==> src/sv/triangle_unit_normal_defines.svh <==
// Assertion macros for the triangle unit normal block.
`ifndef TRIANGLE_UNIT_NORMAL_DEFINES_SVH
`define TRIANGLE_UNIT_NORMAL_DEFINES_SVH
`ifndef ASSERT_OFF
`define ASSERT_IMPLIES(lbl, pre, post) \
   lbl: assert property (@(posedge clock) disable iff (reset) (pre) |-> (post)) \
      else $error("implication check failed");
`define ASSERT_ALWAYS(lbl, cond) \
   lbl: assert property (@(posedge clock) disable iff (reset) (cond)) \
      else $error("invariant check failed");
`else
`define ASSERT_IMPLIES(lbl, pre, post)
`define ASSERT_ALWAYS(lbl, cond)
`endif
`endif

==> src/sv/tun_pkg.sv <==
// Shared widths and types for the triangle unit normal pipeline.
package tun_pkg;
   localparam int COORD_BITS = 16;
   localparam int FRAC_BITS  = 14;
   localparam int OUT_BITS   = 16;
   localparam int EDGE_BITS  = COORD_BITS + 1;
   localparam int PROD_BITS  = 2 * EDGE_BITS;
   localparam int CROSS_BITS = PROD_BITS + 1;
   localparam int MAG_BITS   = PROD_BITS;
   localparam int LO_BITS    = (MAG_BITS + 1) / 2;
   localparam int HI_BITS    = MAG_BITS - LO_BITS;
   localparam int SQ_BITS    = 2 * MAG_BITS;
   localparam int LEN_BITS   = SQ_BITS + 2;
   localparam int REM_BITS   = LEN_BITS + 1;
   localparam int QUO_BITS   = 2 * FRAC_BITS + 1;
   localparam int ROOT_BITS  = FRAC_BITS + 1;
   localparam int SQRT_BITS  = QUO_BITS + 1;

   typedef struct packed {
      logic       valid;
      logic       degen;
      logic [2:0] neg;
   } tun_ctl_type;
endpackage

==> src/sv/tun_sqrt.sv <==
// Digit-by-digit integer square root, one result bit per stage.
module tun_sqrt
   import tun_pkg::*;
(
   input  logic                 clock,
   input  logic                 reset,
   input  logic                 en,
   input  tun_ctl_type          ctl_i,
   input  logic [QUO_BITS-1:0]  quo [3],
   output tun_ctl_type          ctl_o,
   output logic [ROOT_BITS-1:0] root [3]
);
   logic [SQRT_BITS-1:0] op_ff  [ROOT_BITS+1][3];
   logic [SQRT_BITS-1:0] res_ff [ROOT_BITS+1][3];
   tun_ctl_type          ctl_ff [ROOT_BITS+1];

   always_comb begin
      for (int i = 0; i < 3; i++) begin
         op_ff[0][i]  = SQRT_BITS'(quo[i]);
         res_ff[0][i] = '0;
      end
      ctl_ff[0] = ctl_i;
   end

   for (genvar k = 0; k < ROOT_BITS; k++) begin : g_stage
      localparam logic [SQRT_BITS-1:0] One = SQRT_BITS'(1) << (2 * (FRAC_BITS - k));
      logic [SQRT_BITS-1:0] op_in [3];
      logic [SQRT_BITS-1:0] res_in [3];
      logic [SQRT_BITS-1:0] trial;

      always_comb begin
         trial = '0;
         for (int i = 0; i < 3; i++) begin
            trial = res_ff[k][i] + One;
            if (op_ff[k][i] >= trial) begin
               op_in[i]  = op_ff[k][i] - trial;
               res_in[i] = (res_ff[k][i] >> 1) + One;
            end else begin
               op_in[i]  = op_ff[k][i];
               res_in[i] = res_ff[k][i] >> 1;
            end
         end
      end

      always_ff @(posedge clock) begin
         if (reset) begin
            ctl_ff[k+1].valid <= 1'b0;
         end else if (en) begin
            ctl_ff[k+1].valid <= ctl_ff[k].valid;
         end
      end

      always_ff @(posedge clock) begin
         if (en) begin
            ctl_ff[k+1].degen <= ctl_ff[k].degen;
            ctl_ff[k+1].neg   <= ctl_ff[k].neg;
            op_ff[k+1]        <= op_in;
            res_ff[k+1]       <= res_in;
         end
      end
   end

   assign ctl_o = ctl_ff[ROOT_BITS];
   always_comb begin
      for (int i = 0; i < 3; i++) root[i] = res_ff[ROOT_BITS][i][ROOT_BITS-1:0];
   end
endmodule

==> config.mk <==
export PLATFORM = sky130hd
export DESIGN_NAME = tun_sqrt
export DESIGN_NICKNAME = d
export VERILOG_FILES = /design/src/sv/triangle_unit_normal_defines.svh /design/src/sv/tun_pkg.sv /design/src/sv/tun_sqrt.sv
export SDC_FILE = /design/constraint.sdc
export NUM_CORES = 2
export LEC_CHECK = 0
export ABC_AREA = 1
export BUFFER_PORTS_ARGS = -buffer_cell sky130_fd_sc_hd__buf_2
export CAP_MARGIN = 20
export CELL_PAD_IN_SITES_DETAIL_PLACEMENT = 0
export CELL_PAD_IN_SITES_GLOBAL_PLACEMENT = 2
export CORE_MARGIN = 5
export CORE_UTILIZATION = 44
export CTS_BUF_LIST = sky130_fd_sc_hd__clkbuf_8 sky130_fd_sc_hd__clkbuf_16
export CTS_CLUSTER_SIZE = 20
export DETAILED_ROUTE_END_ITERATION = 10
export PLACE_DENSITY = 0.89
export RECOVER_POWER = 100
export REMOVE_ABC_BUFFERS = 1
export SLEW_MARGIN = 40
export SYNTH_ARGS = -nofsm -noshare
export SYNTH_HDL_FRONTEND = slang
export SYNTH_SLANG_ARGS = --single-unit
==> constraint.sdc <==
create_clock -name clock -period 3.5 [get_ports clock]
set_input_delay 0.7 -clock clock [delete_from_list [all_inputs] [get_ports clock]]
set_output_delay 0.7 -clock clock [all_outputs]
set_load 0.01 [all_outputs]
Yosys cells after proc, flatten, opt, wreduce, memory -nomap -nowiden
Cells that the tools add are included.

cells by class
  add/subtract/negate cells = 126
  $lt $le $gt $ge = 45
  mux-type cells = 87

operators with widths
  kind                      number
  $mux W29                  45
  $ge A30 B30 Y1            42
  $mux W30                  39
  $sub A30 B30 Y30          39
  $add A29 B11 Y30 const B  3
  $add A29 B13 Y30 const B  3
  $add A29 B15 Y30 const B  3
  $add A29 B17 Y30 const B  3
  $add A29 B19 Y30 const B  3
  $add A29 B21 Y30 const B  3
  $add A29 B23 Y30 const B  3
  $add A29 B25 Y30 const B  3
  $add A29 B27 Y30 const B  3
  $add A29 B3 Y30 const B   3
  $add A29 B5 Y30 const B   3
  $add A29 B7 Y30 const B   3
  $add A29 B9 Y30 const B   3
  $add A30 B1 Y30 const B   3
  $add A30 B11 Y30 const B  3
  $add A30 B13 Y30 const B  3
  $add A30 B15 Y30 const B  3
  $add A30 B17 Y30 const B  3
  $add A30 B19 Y30 const B  3
  $add A30 B21 Y30 const B  3
  other kinds (11)          33

storage, ports and cells
  register bits after elaboration = 2640
  input port bits = 95
  word-level logic and storage cells = 432

Logic depth before layout (Yosys ltp)
  depth in word-level cells = 3
  gate-level depth with buffers = 16
  mapped depth without buffers = 14

Least setup slack after synthesis
Ideal clock, no wire load.

  kind = flip-flop to flip-flop
  start = register op_ff[281] (netlist bit)
  end = register op_ff[190] (netlist bit), data pin
  setup time = 0.257 ns
  arrival = 1.718 ns
  data required time = 3.243 ns
  path slack = 1.525 ns
  cell stages (with the launch flop) = 13
  path buffers = 2
  cells stage by stage = edfxtp_1 ha_1 nand2_1 nor2_2 nand3_1 nor2_1 nor2_2 nand2_2 inv_2 buf_6 buf_12 nand2_2 o21ai_2

RTL lines
  element                          RTL line        source
  start, declared                  tun_sqrt.sv:13  logic [SQRT_BITS-1:0] op_ff [ROOT_BITS+1][3];
  start signal, assigned by index  tun_sqrt.sv:57  op_ff[k+1] <= op_in;

==> impl_metrics.py <==
metrics = {
    "placed_design": {
        "dpl.cell_count": 12800,
        "gp_congestion": 0.909,
        "dp_hpwl_um": 168000,
        "placed_area_sq_um": 94600,
        "numPortBuffers": 144,
    },
    "floorplan": {
        "core_sq_um": 205000,
        "num_rows": 166,
        "pin_count": 145,
        "start_util": 0.442,
        "die_h_um": 464,
        "die_area_sq_um": 215000,
        "dieWidth_um": 464,
    },
    "timing": {
        "slew_headroom": -0.0992,
        "setup_viol": 0,
        "worstMarginPinSlew_ns": 1.65,
        "max_freq_ghz": 0.327,
        "rsz0062_at_grt": "false",
        "finalCritPeriodShare": 0.875,
        "hold_ws_ns": 0.111,
        "final_period_minus_worst_setup_slack_ns": 3.06,
        "fin_skew_ns": 0.0622,
        "hold_viol": 0,
        "tns_ns": 0,
        "maxSlewViolCount": 426,
    },
    "layout": {
        "final_nets": 10900,
        "fillers": 19100,
        "fin_area_sq_um": 101000,
        "syn_to_final_growth_pct": 11.9,
        "regArea_sq_um": 50700,
        "multiInputGateArea_sq_um": 32700,
        "final_cell_count_no_fill": 13200,
        "drive_gt1_frac": 0.0469,
    },
    "clock_network": {
        "cts_inserted_buffers": 184,
        "cts_buffer_depth": 3,
        "cts_sinks": 1695,
        "clkSlewWorstSetupHoldPaths_ns": 0.06,
        "cts_tree": "done",
        "cts-root-buf": "clkbuf_16",
        "h-tree-depth": 4,
        "clock_latency_ns": 0.86,
        "cts_resized": 0,
    },
    "power": {
        "powerDensity_nw_per_um2": 587,
        "max-vdd-ir-drop_mv": 0.548,
        "p_total_mw": 59.4,
        "p_leak_nw": 44.5,
    },
    "synthesis": {
        "ys_types": 51,
        "ys_seq_elements": 1695,
        "yosys_warnings": 0,
        "postSynthCellCount": 10000,
        "synth-seq-area-share": 0.561,
        "synth.avg_cell_area_sq_um": 9.04,
        "synth_area_sq_um": 90500,
    },
    "global_route": {
        "grt_pass1_wl_um": 343000,
        "grt_usage": 0.198,
        "grt_max_degree": 120,
        "grt-ovfl-total": 0,
        "grt_pass1_vias": 64700,
        "antenna_found_initial": 2,
    },
    "setup_path": {
        "r2r_slack_ns": 0.44,
        "crit_chain": "ha_1 -> nand2_1 -> nor2_1 -> nand2_1 -> nor3_1 -> nand2_1 -> nand3_1 -> inv_1 -> a21oi_1",
        "crit_cells": 9,
        "r2r_end": "op_ff[719]",
        "worst-setup-path-type": "register to register",
        "cpMostUsedCell": "nand2_1",
        "cpMaxStageDelayCell": "nand3_1",
        "worstPathMaxFanout": 18,
        "cp.required_ns": 4.16,
        "slowest_delay_ns": 0.55,
        "reg2reg_from": "op_ff[802]",
        "endpoint": "op_ff[719]",
        "timing.critical_path.buf_inv": 1,
        "crit_path_start_kind": "register",
        "cp_data_arrival_time_ns": 3.72,
        "worstRegToRegCells": 9,
        "end_kind": "register",
        "startpoint": "op_ff[802]",
        "cpLargestDelayFamily": "simple AND/OR/NAND/NOR gates",
    },
    "status": {
        "status": "finished with violations",
        "violations": "max-capacitance violations, max-slew violations",
    },
    "drt": {
        "dr.pass1.iters": 5,
        "totalWireLength_um": 215000,
        "vias": 64400,
        "wl_per_cell_um": 16.2,
        "vias_per_cell": 4.86,
        "drt_iter0_markers": 3443,
        "ant_nets": 0,
        "drc": 0,
    },
    "flow_run": {
        "maxCapViolCount": 8,
    },
    "worst_hold_path": {
        "hp-class": "input port to register",
    },
}
## cells in the mapped netlist (all sizes together)
master,count,share of area
or2,43,0.0030
and2,8,0.00055
nor2,1095,0.047
o211ai,15,0.0012
ha,393,0.054
nand2b,2,0.00022
nand2,3105,0.13
xnor2,134,0.013
a21boi,14,0.0012
or3,3,0.00021
nand4,164,0.011
a21oi,355,0.020
nand3b,94,0.0079
a211oi,8,0.00066
nor3,98,0.0055
dfxtp,15,0.0033
nor4,23,0.0016
conb,1,0.000041
xor2,162,0.016
nor3b,5,0.00041
clkbuf,9,0.00040
buf,76,0.0071
nand3,564,0.032
and3,2,0.00014
a31oi,4,0.00028
o221ai,1,0.000097
inv,1627,0.068
o21bai,13,0.0011
o21ai,283,0.017
a21o,10,0.00083
edfxtp,1680,0.56
## timing repair
| action | in CTS | in global routing |
|---|---|---|
| buffers inserted | 0 | 0 |
| hold buffers | 91 | 0 |
| hold endpoints to repair | 91 | 0 |
## tightest hold or removal path, cell delays in order
cell,delay (ns)
buf_2,0.09
nand2_1,0.06
a21oi_1,0.06
## final cells by class
type | count | area share
antenna | 2 | 0.0000494
clock buffer | 184 | 0.0455
clock inverter | 153 | 0.0177
inverter | 1627 | 0.0603
multi-input combinational | 6604 | 0.323
sequential | 1695 | 0.501
tap | 2688 | 0.0332
timing repair buffer | 290 | 0.0189
## layer usage
layer  part of all wire  routed length, um  vias up  GRT usage
li1                   -                  -    33400          -
met1               0.44              93900    29600      0.249
met2               0.50             108000     1056      0.356
met3              0.032               6780      357     0.0248
met4              0.032               6840        0     0.0641
met5                  0                  0        -          0
## cell families after synthesis
group | after synthesis | share of synthesized area
AND/OR/NAND/NOR | 5206 | 0.239
AO/OA/AOI/OAI | 703 | 0.0426
flip-flops | 1695 | 0.561
XOR/XNOR | 296 | 0.0286
adder cells (fa/ha/maj) | 393 | 0.0543
buffers and inverters | 1712 | 0.0750
other | 1 | 0.0000414
## worst min path at each step
stage	from	end	slack, ns	cells past startpoint
final	ctl_i[4]	ctl_ff[74]	0.11	3
after global routing	ctl_i[4]	ctl_ff[74]	0.07	3
after CTS	ctl_i[4]	ctl_ff[74]	0.03	3
after detailed placement	ctl_ff[52]	ctl_ff[47]	0.40	0
after global placement	ctl_ff[32]	ctl_ff[27]	0.40	0
after floorplan	ctl_ff[15]	ctl_ff[10]	0.40	0
## state kept, by name (all words and copies together), names as in the netlist
register  cells
op_ff      1260
res_ff      315
ctl_ff       70
root         45
ctl_o         5
## power breakdown
| group | switching (mW) | total, mW | leakage, nW | internal, mW |
|---|---|---|---|---|
| clock network | 8.21 | 20.1 | 3.20 | 11.9 |
| logic | 7.96 | 12.1 | 25.0 | 4.19 |
| registers | 1.73 | 27.2 | 16.2 | 25.4 |
## per-stage QoR
step | worst slack (ns) | utilization
6_report | 0.438 | 0.495
5_1_grt | 0.196 | 0.495
4_1_cts | 0.559 | 0.498
3_5_place_dp | 0.565 | 0.462
3_3_place_gp | 0.557 | 0.462
2_1_floorplan | 1.10 | -
## placed cells by master (no fill, tap or decap), types with 13 or more instances in the layout
cell type      synthesis  final
nand2_1             3084   3094
edfxtp_1            1680   1680
inv_1               1603   1645
nor2_1              1066   1075
nand3_1              555    562
ha_1                 393    393
a21oi_1              339    349
o21ai_0              199    269
clkbuf_16              0    184
nand4_1              164    164
xor2_1               162    162
xnor2_1              134    134
nor3_1                96     96
nand3b_1              93     94
dlygate4sd3_1          0     91
buf_2                 22     87
clkbuf_1               7     85
or2_2                 43     43
bufinv_16              0     30
clkinv_1               0     29
clkinv_2               0     28
nor4_1                23     23
nor2_2                23     17
o211ai_1              15     15
dfxtp_1               15     15
o21bai_1              13     13
Note: power is estimated with default switching activity, not from simulation.
